**config.mk**
```make
export PLATFORM = sky130hd
export DESIGN_NAME = uart_transmit_ring_with_admission
export DESIGN_NICKNAME = d
export VERILOG_FILES = /design/src/rtl/utra_pkg.sv /design/src/rtl/utra_ram.sv /design/src/rtl/uart_transmit_ring_with_admission.sv
export VERILOG_INCLUDE_DIRS = /design/src /design/src/rtl
export SDC_FILE = /design/constraint.sdc
export NUM_CORES = 2
export LEC_CHECK = 0
export CAP_MARGIN = 25
export CORE_ASPECT_RATIO = 0.8
export CORE_MARGIN = 4
export CORE_UTILIZATION = 45
export DETAILED_ROUTE_END_ITERATION = 8
export DONT_BUFFER_PORTS = 1
export GPL_TIMING_DRIVEN = 0
export PLACE_DENSITY_LB_ADDON = 0.25
export SYNTH_ARGS = -nofsm -noshare
export SYNTH_HDL_FRONTEND = slang
export SYNTH_SLANG_ARGS = --single-unit
```
**constraint.sdc**
```tcl
create_clock -name i_clk -period 9.1 [get_ports i_clk]
set_clock_uncertainty 0.2 [all_clocks]
set_input_delay 2.73 -clock i_clk [delete_from_list [all_inputs] [get_ports i_clk]]
set_output_delay 2.73 -clock i_clk [all_outputs]
set_load 0.02 [all_outputs]
```
**src/rtl/assert_macros.svh**
```systemverilog
// ----------------------------------------------------------------------------
// assert_macros.svh
// Clocked assertion shorthands; expect i_clk and i_rst_n in scope.
// ----------------------------------------------------------------------------
`ifndef ASSERT_MACROS_SVH
`define ASSERT_MACROS_SVH

// Property checked on every rising clock edge outside reset.
`define ASSERT_CLK(lbl, prop, msg) \
    lbl: assert property (@(posedge i_clk) disable iff (!i_rst_n) (prop)) else $error(msg);

// Overlapping implication checked outside reset.
`define ASSERT_IMPL(lbl, ante, cons, msg) \
    lbl: assert property (@(posedge i_clk) disable iff (!i_rst_n) (ante) |-> (cons)) \
        else $error(msg);

// Next-cycle implication checked outside reset.
`define ASSERT_NEXT(lbl, ante, cons, msg) \
    lbl: assert property (@(posedge i_clk) disable iff (!i_rst_n) (ante) |=> (cons)) \
        else $error(msg);

`endif

```
**src/rtl/utra_pkg.sv**
```systemverilog
// ----------------------------------------------------------------------------
// utra_pkg
// Shared constants and types for the transmit ring with message admission.
// ----------------------------------------------------------------------------
package utra_pkg;

    localparam int RING_DEPTH = 256;
    localparam int PTR_W      = $clog2(RING_DEPTH);
    localparam int CNT_W      = $clog2(RING_DEPTH + 1);
    localparam int LEN_W      = 16;
    localparam int BYTE_W     = 8;
    localparam int CTR_W      = 32;
    localparam int CMD_W      = 2;
    localparam int FREE_W     = 8;
    localparam int FREE_MAX   = 255;

    typedef enum logic [CMD_W-1:0] {
        CMD_BEGIN = 2'd0,
        CMD_DATA  = 2'd1,
        CMD_DONE  = 2'd2
    } t_cmd;

    typedef enum logic {
        S_IDLE,
        S_FETCH
    } t_state;

    typedef struct packed {
        logic              wr_en;
        logic [PTR_W-1:0]  wr_addr;
        logic [BYTE_W-1:0] wr_data;
        logic              rd_en;
        logic [PTR_W-1:0]  rd_addr;
    } t_ram_req;

endpackage

```
**src/rtl/utra_ram.sv**
```systemverilog
// ----------------------------------------------------------------------------
// utra_ram
// Ring byte store: one write and one registered read per cycle.
// ----------------------------------------------------------------------------
module utra_ram import utra_pkg::*; (
    input  logic              i_clk,
    input  t_ram_req          i_req,
    output logic [BYTE_W-1:0] o_rd_data
);

    logic [BYTE_W-1:0] r_mem [RING_DEPTH];
    logic [BYTE_W-1:0] r_rd_data;

    always_ff @(posedge i_clk) begin
        if (i_req.wr_en) begin
            r_mem[i_req.wr_addr] <= i_req.wr_data;
        end
        if (i_req.rd_en) begin
            r_rd_data <= r_mem[i_req.rd_addr];
        end
    end

    assign o_rd_data = r_rd_data;

endmodule

```
**src/rtl/uart_transmit_ring_with_admission.sv**
```systemverilog
// Each accepted item's result is registered; an item that hands a byte to the
// transmitter first does a registered read of the ring memory (S_FETCH).
// One item per cycle while results are taken; none is taken during S_FETCH.
// The result register frees in the cycle its item is taken downstream.
// Reset (synchronous, active low) clears state, pointers, counters and the
// active and result-valid flags; ring memory and other outputs are not cleared.
// ----------------------------------------------------------------------------
// uart_transmit_ring_with_admission
// Transmit ring buffer admitting whole messages, with sent/refused counters.
// ----------------------------------------------------------------------------
`include "assert_macros.svh"

module uart_transmit_ring_with_admission import utra_pkg::*; (
    input  logic              i_clk,
    input  logic              i_rst_n,
    input  logic              i_in_valid,
    output logic              o_in_ready,
    input  logic [CMD_W-1:0]  i_command,
    input  logic [LEN_W-1:0]  i_message_length,
    input  logic [BYTE_W-1:0] i_data_byte,
    output logic              o_out_valid,
    input  logic              i_out_ready,
    output logic              o_accepted,
    output logic              o_line_valid,
    output logic [BYTE_W-1:0] o_line_byte,
    output logic              o_sending,
    output logic [FREE_W-1:0] o_free_space,
    output logic [CTR_W-1:0]  o_sent_total,
    output logic [CTR_W-1:0]  o_refused_total
);

    t_state            r_state, n_state;
    logic [PTR_W-1:0]  r_wp, n_wp;
    logic [PTR_W-1:0]  r_rp, n_rp;
    logic              r_active, n_active;
    logic [LEN_W-1:0]  r_remaining, n_remaining;
    logic [CTR_W-1:0]  r_sent, n_sent;
    logic [CTR_W-1:0]  r_refused, n_refused;
    logic              r_out_valid, n_out_valid;
    logic              r_accepted, n_accepted;
    logic              r_line_valid, n_line_valid;
    logic [BYTE_W-1:0] r_line_byte, n_line_byte;
    logic [FREE_W-1:0] r_free, n_free;
    logic              r_fwd_hit, n_fwd_hit;
    logic [BYTE_W-1:0] r_fwd_byte, n_fwd_byte;

    t_ram_req          ram_req;
    logic [BYTE_W-1:0] ram_rd_data;
    logic              take;
    logic              send;
    logic [CNT_W-1:0]  occ_now, space_now, occ_next, space_next;
    logic [LEN_W:0]    free_wide;

    utra_ram u_ram (
        .i_clk     (i_clk),
        .i_req     (ram_req),
        .o_rd_data (ram_rd_data)
    );

    function automatic logic [PTR_W-1:0] ptr_inc(input logic [PTR_W-1:0] p);
        return (p == PTR_W'(RING_DEPTH - 1)) ? '0 : p + 1'b1;
    endfunction

    function automatic logic [CNT_W-1:0] occupancy(input logic [PTR_W-1:0] wp,
                                                   input logic [PTR_W-1:0] rp);
        logic [CNT_W-1:0] diff;
        diff = CNT_W'(wp) - CNT_W'(rp);
        return (wp < rp) ? diff + CNT_W'(RING_DEPTH) : diff;
    endfunction

    assign occ_now   = occupancy(r_wp, r_rp);
    assign space_now = CNT_W'(RING_DEPTH - 1) - occ_now;

    always_comb begin
        n_state      = r_state;
        n_wp         = r_wp;
        n_rp         = r_rp;
        n_active     = r_active;
        n_remaining  = r_remaining;
        n_sent       = r_sent;
        n_refused    = r_refused;
        n_out_valid  = r_out_valid && !i_out_ready;
        n_accepted   = r_accepted;
        n_line_valid = r_line_valid;
        n_line_byte  = r_line_byte;
        n_free       = r_free;
        n_fwd_hit    = r_fwd_hit;
        n_fwd_byte   = r_fwd_byte;
        send         = 1'b0;
        ram_req      = '0;
        ram_req.wr_addr = r_wp;
        ram_req.wr_data = i_data_byte;
        ram_req.rd_addr = r_rp;

        o_in_ready = (r_state == S_IDLE) && (!r_out_valid || i_out_ready);
        take       = i_in_valid && o_in_ready;

        if (take) begin
            n_accepted = 1'b0;
            case (t_cmd'(i_command))
                CMD_BEGIN: begin
                    if (i_message_length != '0 && r_remaining == '0) begin
                        if ({1'b0, i_message_length} > (LEN_W+1)'(space_now)) begin
                            n_refused = r_refused + 1'b1;
                        end else begin
                            n_remaining = i_message_length;
                            n_accepted  = 1'b1;
                        end
                    end
                end
                CMD_DATA: begin
                    if (r_remaining != '0) begin
                        ram_req.wr_en = 1'b1;
                        n_wp          = ptr_inc(r_wp);
                        n_remaining   = r_remaining - 1'b1;
                        n_accepted    = 1'b1;
                        if (r_remaining == LEN_W'(1) && !r_active) begin
                            n_active  = 1'b1;
                            send      = 1'b1;
                            n_fwd_hit = (r_rp == r_wp);
                        end
                    end
                end
                CMD_DONE: begin
                    if (r_active) begin
                        if (r_rp == r_wp) begin
                            n_active = 1'b0;
                        end else begin
                            send      = 1'b1;
                            n_fwd_hit = 1'b0;
                        end
                    end
                end
                default: begin
                end
            endcase

            if (send) begin
                ram_req.rd_en = 1'b1;
                n_rp          = ptr_inc(r_rp);
                n_sent        = r_sent + 1'b1;
                n_state       = S_FETCH;
            end else begin
                n_out_valid   = 1'b1;
            end
            n_line_valid = send;
            n_line_byte  = '0;
            n_fwd_byte   = i_data_byte;
        end

        if (r_state == S_FETCH) begin
            n_line_byte = r_fwd_hit ? r_fwd_byte : ram_rd_data;
            n_out_valid = 1'b1;
            n_state     = S_IDLE;
        end

        occ_next   = occupancy(n_wp, n_rp);
        space_next = CNT_W'(RING_DEPTH - 1) - occ_next;
        free_wide  = ((LEN_W+1)'(space_next) > {1'b0, n_remaining})
                   ? (LEN_W+1)'(space_next) - {1'b0, n_remaining} : '0;
        if (take) begin
            n_free = (free_wide > (LEN_W+1)'(FREE_MAX)) ? FREE_W'(FREE_MAX)
                                                       : free_wide[FREE_W-1:0];
        end
    end

    always_ff @(posedge i_clk) begin
        if (!i_rst_n) begin
            r_state     <= S_IDLE;
            r_wp        <= '0;
            r_rp        <= '0;
            r_active    <= 1'b0;
            r_remaining <= '0;
            r_sent      <= '0;
            r_refused   <= '0;
            r_out_valid <= 1'b0;
        end else begin
            r_state     <= n_state;
            r_wp        <= n_wp;
            r_rp        <= n_rp;
            r_active    <= n_active;
            r_remaining <= n_remaining;
            r_sent      <= n_sent;
            r_refused   <= n_refused;
            r_out_valid <= n_out_valid;
        end
    end

    always_ff @(posedge i_clk) begin
        r_accepted   <= n_accepted;
        r_line_valid <= n_line_valid;
        r_line_byte  <= n_line_byte;
        r_free       <= n_free;
        r_fwd_hit    <= n_fwd_hit;
        r_fwd_byte   <= n_fwd_byte;
    end

    assign o_out_valid     = r_out_valid;
    assign o_accepted      = r_accepted;
    assign o_line_valid    = r_line_valid;
    assign o_line_byte     = r_line_byte;
    assign o_sending       = r_active;
    assign o_free_space    = r_free;
    assign o_sent_total    = r_sent;
    assign o_refused_total = r_refused;

    `ASSERT_IMPL(a_fetch_out_empty, r_state == S_FETCH, !r_out_valid, "fetch with result pending")
    `ASSERT_NEXT(a_fetch_completes, r_state == S_FETCH, r_out_valid && r_line_valid && r_state == S_IDLE, "fetch did not complete")
    `ASSERT_IMPL(a_send_active, r_out_valid && r_line_valid, r_active, "byte sent while idle")
    `ASSERT_CLK(a_ring_not_full, occ_now != CNT_W'(RING_DEPTH), "ring occupancy overflow")

endmodule
```
==> impl_summary.txt <==
----------------------------------------------------
[Clocking]
  Hold-fix buffers at CTS ... 0
  Clock-pin slew on the worst setup and hold paths ... 60 ps
  Clk Latency, worst-skew pair ... 850 ps
  Maximum buffer depth of the clock tree ... 3
  Buffer type at the clock tree root ... sky130_fd_sc_hd__clkbuf_16
  TritonCTS clock tree ... built
  Number of buffers inserted during clock tree synthesis ... 203
  Number of levels in the clock H-tree ... 4
  Clock net sink count ... 2182

[Global routing]
  Vias in the first global route ... 44300
  Initial antenna violation count ... 15
  Met3 Usage GRT ... 7.79%
  Global Route met2 Usage ... 35.2%
  First-pass GRT wire length ... 340000 um
  Total grt overflow ... 0
  Most used routing layer in global routing ... met1
  Total routing resource utilization after global routing ... 24.2%
  Maximum number of pins on one net before global-route repair ... 258
  Global routing usage on met1 ... 35.4%

[Power and ir drop]
  Total power divided by cell area ... 213 mW/mm^2
  Worst-case vdd ir drop ... 0.000159 V
  Total leakage power ... 29.5 nW

[Yosys]
  Prevailing post-synth register cell ... sky130_fd_sc_hd__edfxtp_1
  Number of unique standard cell types used by synthesis ... 72
  Dominant cell by count in the synthesized netlist ... sky130_fd_sc_hd__edfxtp_1
  Proportion of netlist area held by the largest area contributor ... 72.7%
  Number of instances in the synthesized netlist ... 4425
  Post-synth EDFFs ... 2083
  FFs w/ async S/R, synth ... 0%
  Synth Area per Inst ... 19.4 um^2
  Yosys warns ... 0
  Portion of the post-synthesis area used by sequential elements ... 75.0%
  Netlist area before placement ... 0.0860 mm^2
  Synthesized Nets ... 4505
  Cell types occupying the most area after synthesis ... sky130_fd_sc_hd__edfxtp_1, sky130_fd_sc_hd__mux4_2, sky130_fd_sc_hd__dfxtp_1
  Library cell occupying the most area in the post-synthesis netlist ... sky130_fd_sc_hd__edfxtp_1
  Most instantiated cells after synthesis ... sky130_fd_sc_hd__edfxtp_1, sky130_fd_sc_hd__mux4_2, sky130_fd_sc_hd__nor2_1
  Post-synthesis register bit count ... 2182

[Timing]
  Worst relative slew slack ... 19.1%
  Unrepaired setup endpoints after global routing ... no
  Number of failing hold endpoints at the final stage ... 0
  Final period util ... 93.9%
  Post-Route Setup TNS ... 0 ps
  Max Fclk ... 117 MHz
  Final setup slack of the worst path ... 558 ps
  Final setup viols ... 0
  Max Transition Viols Final ... 0
  Worst Tran Pin Value ... 1200 ps
  Final critical-path required period ... 8540 ps

[Route]
  Routed vias/inst ... 6.26
  Vias ... 46400
  Average routed wire per standard cell ... 32.6 um
  DRC marker count from the first detailed-route iteration ... 7281
  First-pass detailed-route iteration total ... 5
  Post-route DRC ... 0
  Routed Wire Length ... 242000 um
  Antenna Violating Nets Remaining ... 0

[Floorplan]
  I/O pin count ... 115
  Vert. Die Dim ... 399 um
  Die Footprint ... 0.198 mm^2
  Horizontal die dimension ... 497 um
  Placement row count ... 143
  Core region area ... 0.190 mm^2
  Initial Utilization ... 45.3%

[Worst setup path]
  Data arrival time of the critical path ... 8930 ps
  CP startpoint ... r_rp[3]
  Origin of the critical flop-to-flop path ... r_rp[3]
  Largest fanout on the critical path ... 12
  Kind of end point of the critical path ... register
  CP startpoint kind ... register
  Data required time at the worst endpoint ... 9490 ps
  Worst setup path class ... register to register

[Final layout]
  Post-route core utilization ... 51.0%
  Count of placed standard cells in the final layout, fillers left out ... 7404
  Proportion of layout cells with a drive suffix above 1 ... 19.7%
  Synth-to-layout area growth ... 12.7%
  # fillers ... 15200
  Final nets ... 4769

[Place]
  Number of placed instances, taps included ... 7002
  Setup slack after placement ... -1060 ps
  Port Buffer Count ... 0
  Placed wire-length estimate ... 156000 um
  Routability Congestion ... 0.992

[Flow run]
  Max-Cap Viols ... 0

[Worst hold path]
  Startpoint of the lowest-slack hold path ... r_remaining[10]
  Min-Delay Path Class ... register to register

[Outcome]
  Run status ... finished, final reports clean

----------------------------------------------------
registers in the layout, indices dropped and copies added (netlist names), 8 cells and up:
register	cells
u_ram.r_mem	2048
o_refused_total	32
o_sent_total	32
r_remaining	16
o_free_space	8
o_line_byte	8
r_fwd_byte	8
r_rp	8
r_wp	8
u_ram.o_rd_data	8
worst paths after layout:
check	endpoint	slack (ps)	cells past startpoint
worst max-delay path	o_free_space[3]	560	26
worst min-delay path	r_remaining[10]	320	1
worst max register to register	o_free_space[3]	560	26
worst min register to register	r_remaining[10]	320	1
routing by layer:
layer	vias up	part of all wire [%]
met5	-	0.027
met4	10	2.9
met3	403	12
met2	2732	44
met1	24500	41
li1	18800	-
metrics by stage:
stage / cell area (um^2) / power [mW] / hold slack [ps]
3_5_place_dp: 89900 / 12.1 / 304
4_1_cts: 96700 / 20.7 / 315
3_3_place_gp: 89200 / 12.1 / 296
5_1_grt: 97000 / 21.3 / 337
6_report: 97000 / 20.7 / 317
2_1_floorplan: 86000 / 11.8 / 264
cell type report:
class | instances | area (um^2) | area share (%)
Buffer | 246 | 1000 | 1.03
Clock inverter | 133 | 1430 | 1.47
Clock buffer | 247 | 5340 | 5.50
Timing Repair Buffer | 62 | 942 | 0.971
Antenna cell | 3 | 7.51 | 0.00774
Inverter | 37 | 143 | 0.147
Tap cell | 2537 | 3170 | 3.27
Sequential cell | 2182 | 64500 | 66.5
Multi-Input combinational cell | 1957 | 20400 | 21.1
cells in the final DEF (no fill, tap or decap), drive strengths merged, types with 9 or more instances in the layout:
cell	n
o22ai	19
mux4	512
xnor2	48
nand3	96
nor4	38
o221ai	9
bufinv	25
a22oi	144
or3	18
clkinv	81
a22o	17
clkbuf	416
and2	15
nand2	106
a211oi	24
nand4	28
o21ai	61
buf	139
nor3	39
clkinvlp	19
ha	47
nand2b	9
and3	35
a221oi	30
mux2i	47
inv	45
xor2	33
a21o	11
dfxtp	99
nor2	375
o31ai	15
edfxtp	2083
a21oi	76
nor2b	24
critical path, stage by stage, from the launching register on:
cell and delay, ps:
sky130_fd_sc_hd__dfxtp_1 360, sky130_fd_sc_hd__clkbuf_1 520, sky130_fd_sc_hd__inv_1 540, sky130_fd_sc_hd__buf_1 470
sky130_fd_sc_hd__ha_1 500, sky130_fd_sc_hd__a21boi_0 300, sky130_fd_sc_hd__o21ai_0 140, sky130_fd_sc_hd__nor2b_1 160
sky130_fd_sc_hd__xnor2_1 180, sky130_fd_sc_hd__ha_1 280, sky130_fd_sc_hd__a211oi_1 240, sky130_fd_sc_hd__nor2_1 90
sky130_fd_sc_hd__nor4_2 530, sky130_fd_sc_hd__a21oi_1 350, sky130_fd_sc_hd__or2_2 460, sky130_fd_sc_hd__o41ai_1 340
sky130_fd_sc_hd__or2_2 190, sky130_fd_sc_hd__ha_1 180, sky130_fd_sc_hd__inv_1 60, sky130_fd_sc_hd__fa_1 430
sky130_fd_sc_hd__a21o_1 190, sky130_fd_sc_hd__a211oi_1 240, sky130_fd_sc_hd__nor2_1 90, sky130_fd_sc_hd__o41ai_1 410
sky130_fd_sc_hd__mux2i_1 330, sky130_fd_sc_hd__nor2_1 150, sky130_fd_sc_hd__a21oi_1 340
kinds of logic (layout without fill, tap and decap cells):
logic type | after synthesis | in the layout | share of synthesized area, %
flip-flops | 2182 | 2182 | 75.0
AND/OR/NAND/NOR | 817 | 817 | 4.53
multiplexers | 560 | 560 | 14.0
AO/OA/AOI/OAI | 449 | 449 | 3.63
buffers and inverters | 286 | 725 | 1.30
XOR/XNOR | 81 | 81 | 0.824
adder cells (fa/ha/maj) | 50 | 50 | 0.753
other | 0 | 3 | 0
power by group:
group | internal (mW) | leakage, nW | switching [mW]
logic | 0.247 | 6.73 | 0.577
registers | 11.1 | 19.5 | 0.0687
clock network | 4.91 | 3.27 | 3.81
total | 16.2 | 29.5 | 4.45
what timing repair did:
action | in CTS | in global routing
hold endpoints to repair | 0 | 0
endpoints found under the setup margin | 8 | 8
gates cloned | 0 | 0
gates resized for setup | 3 | 13
buffers inserted | 0 | 0
No activity file was read; power rests on OpenSTA's default activity.
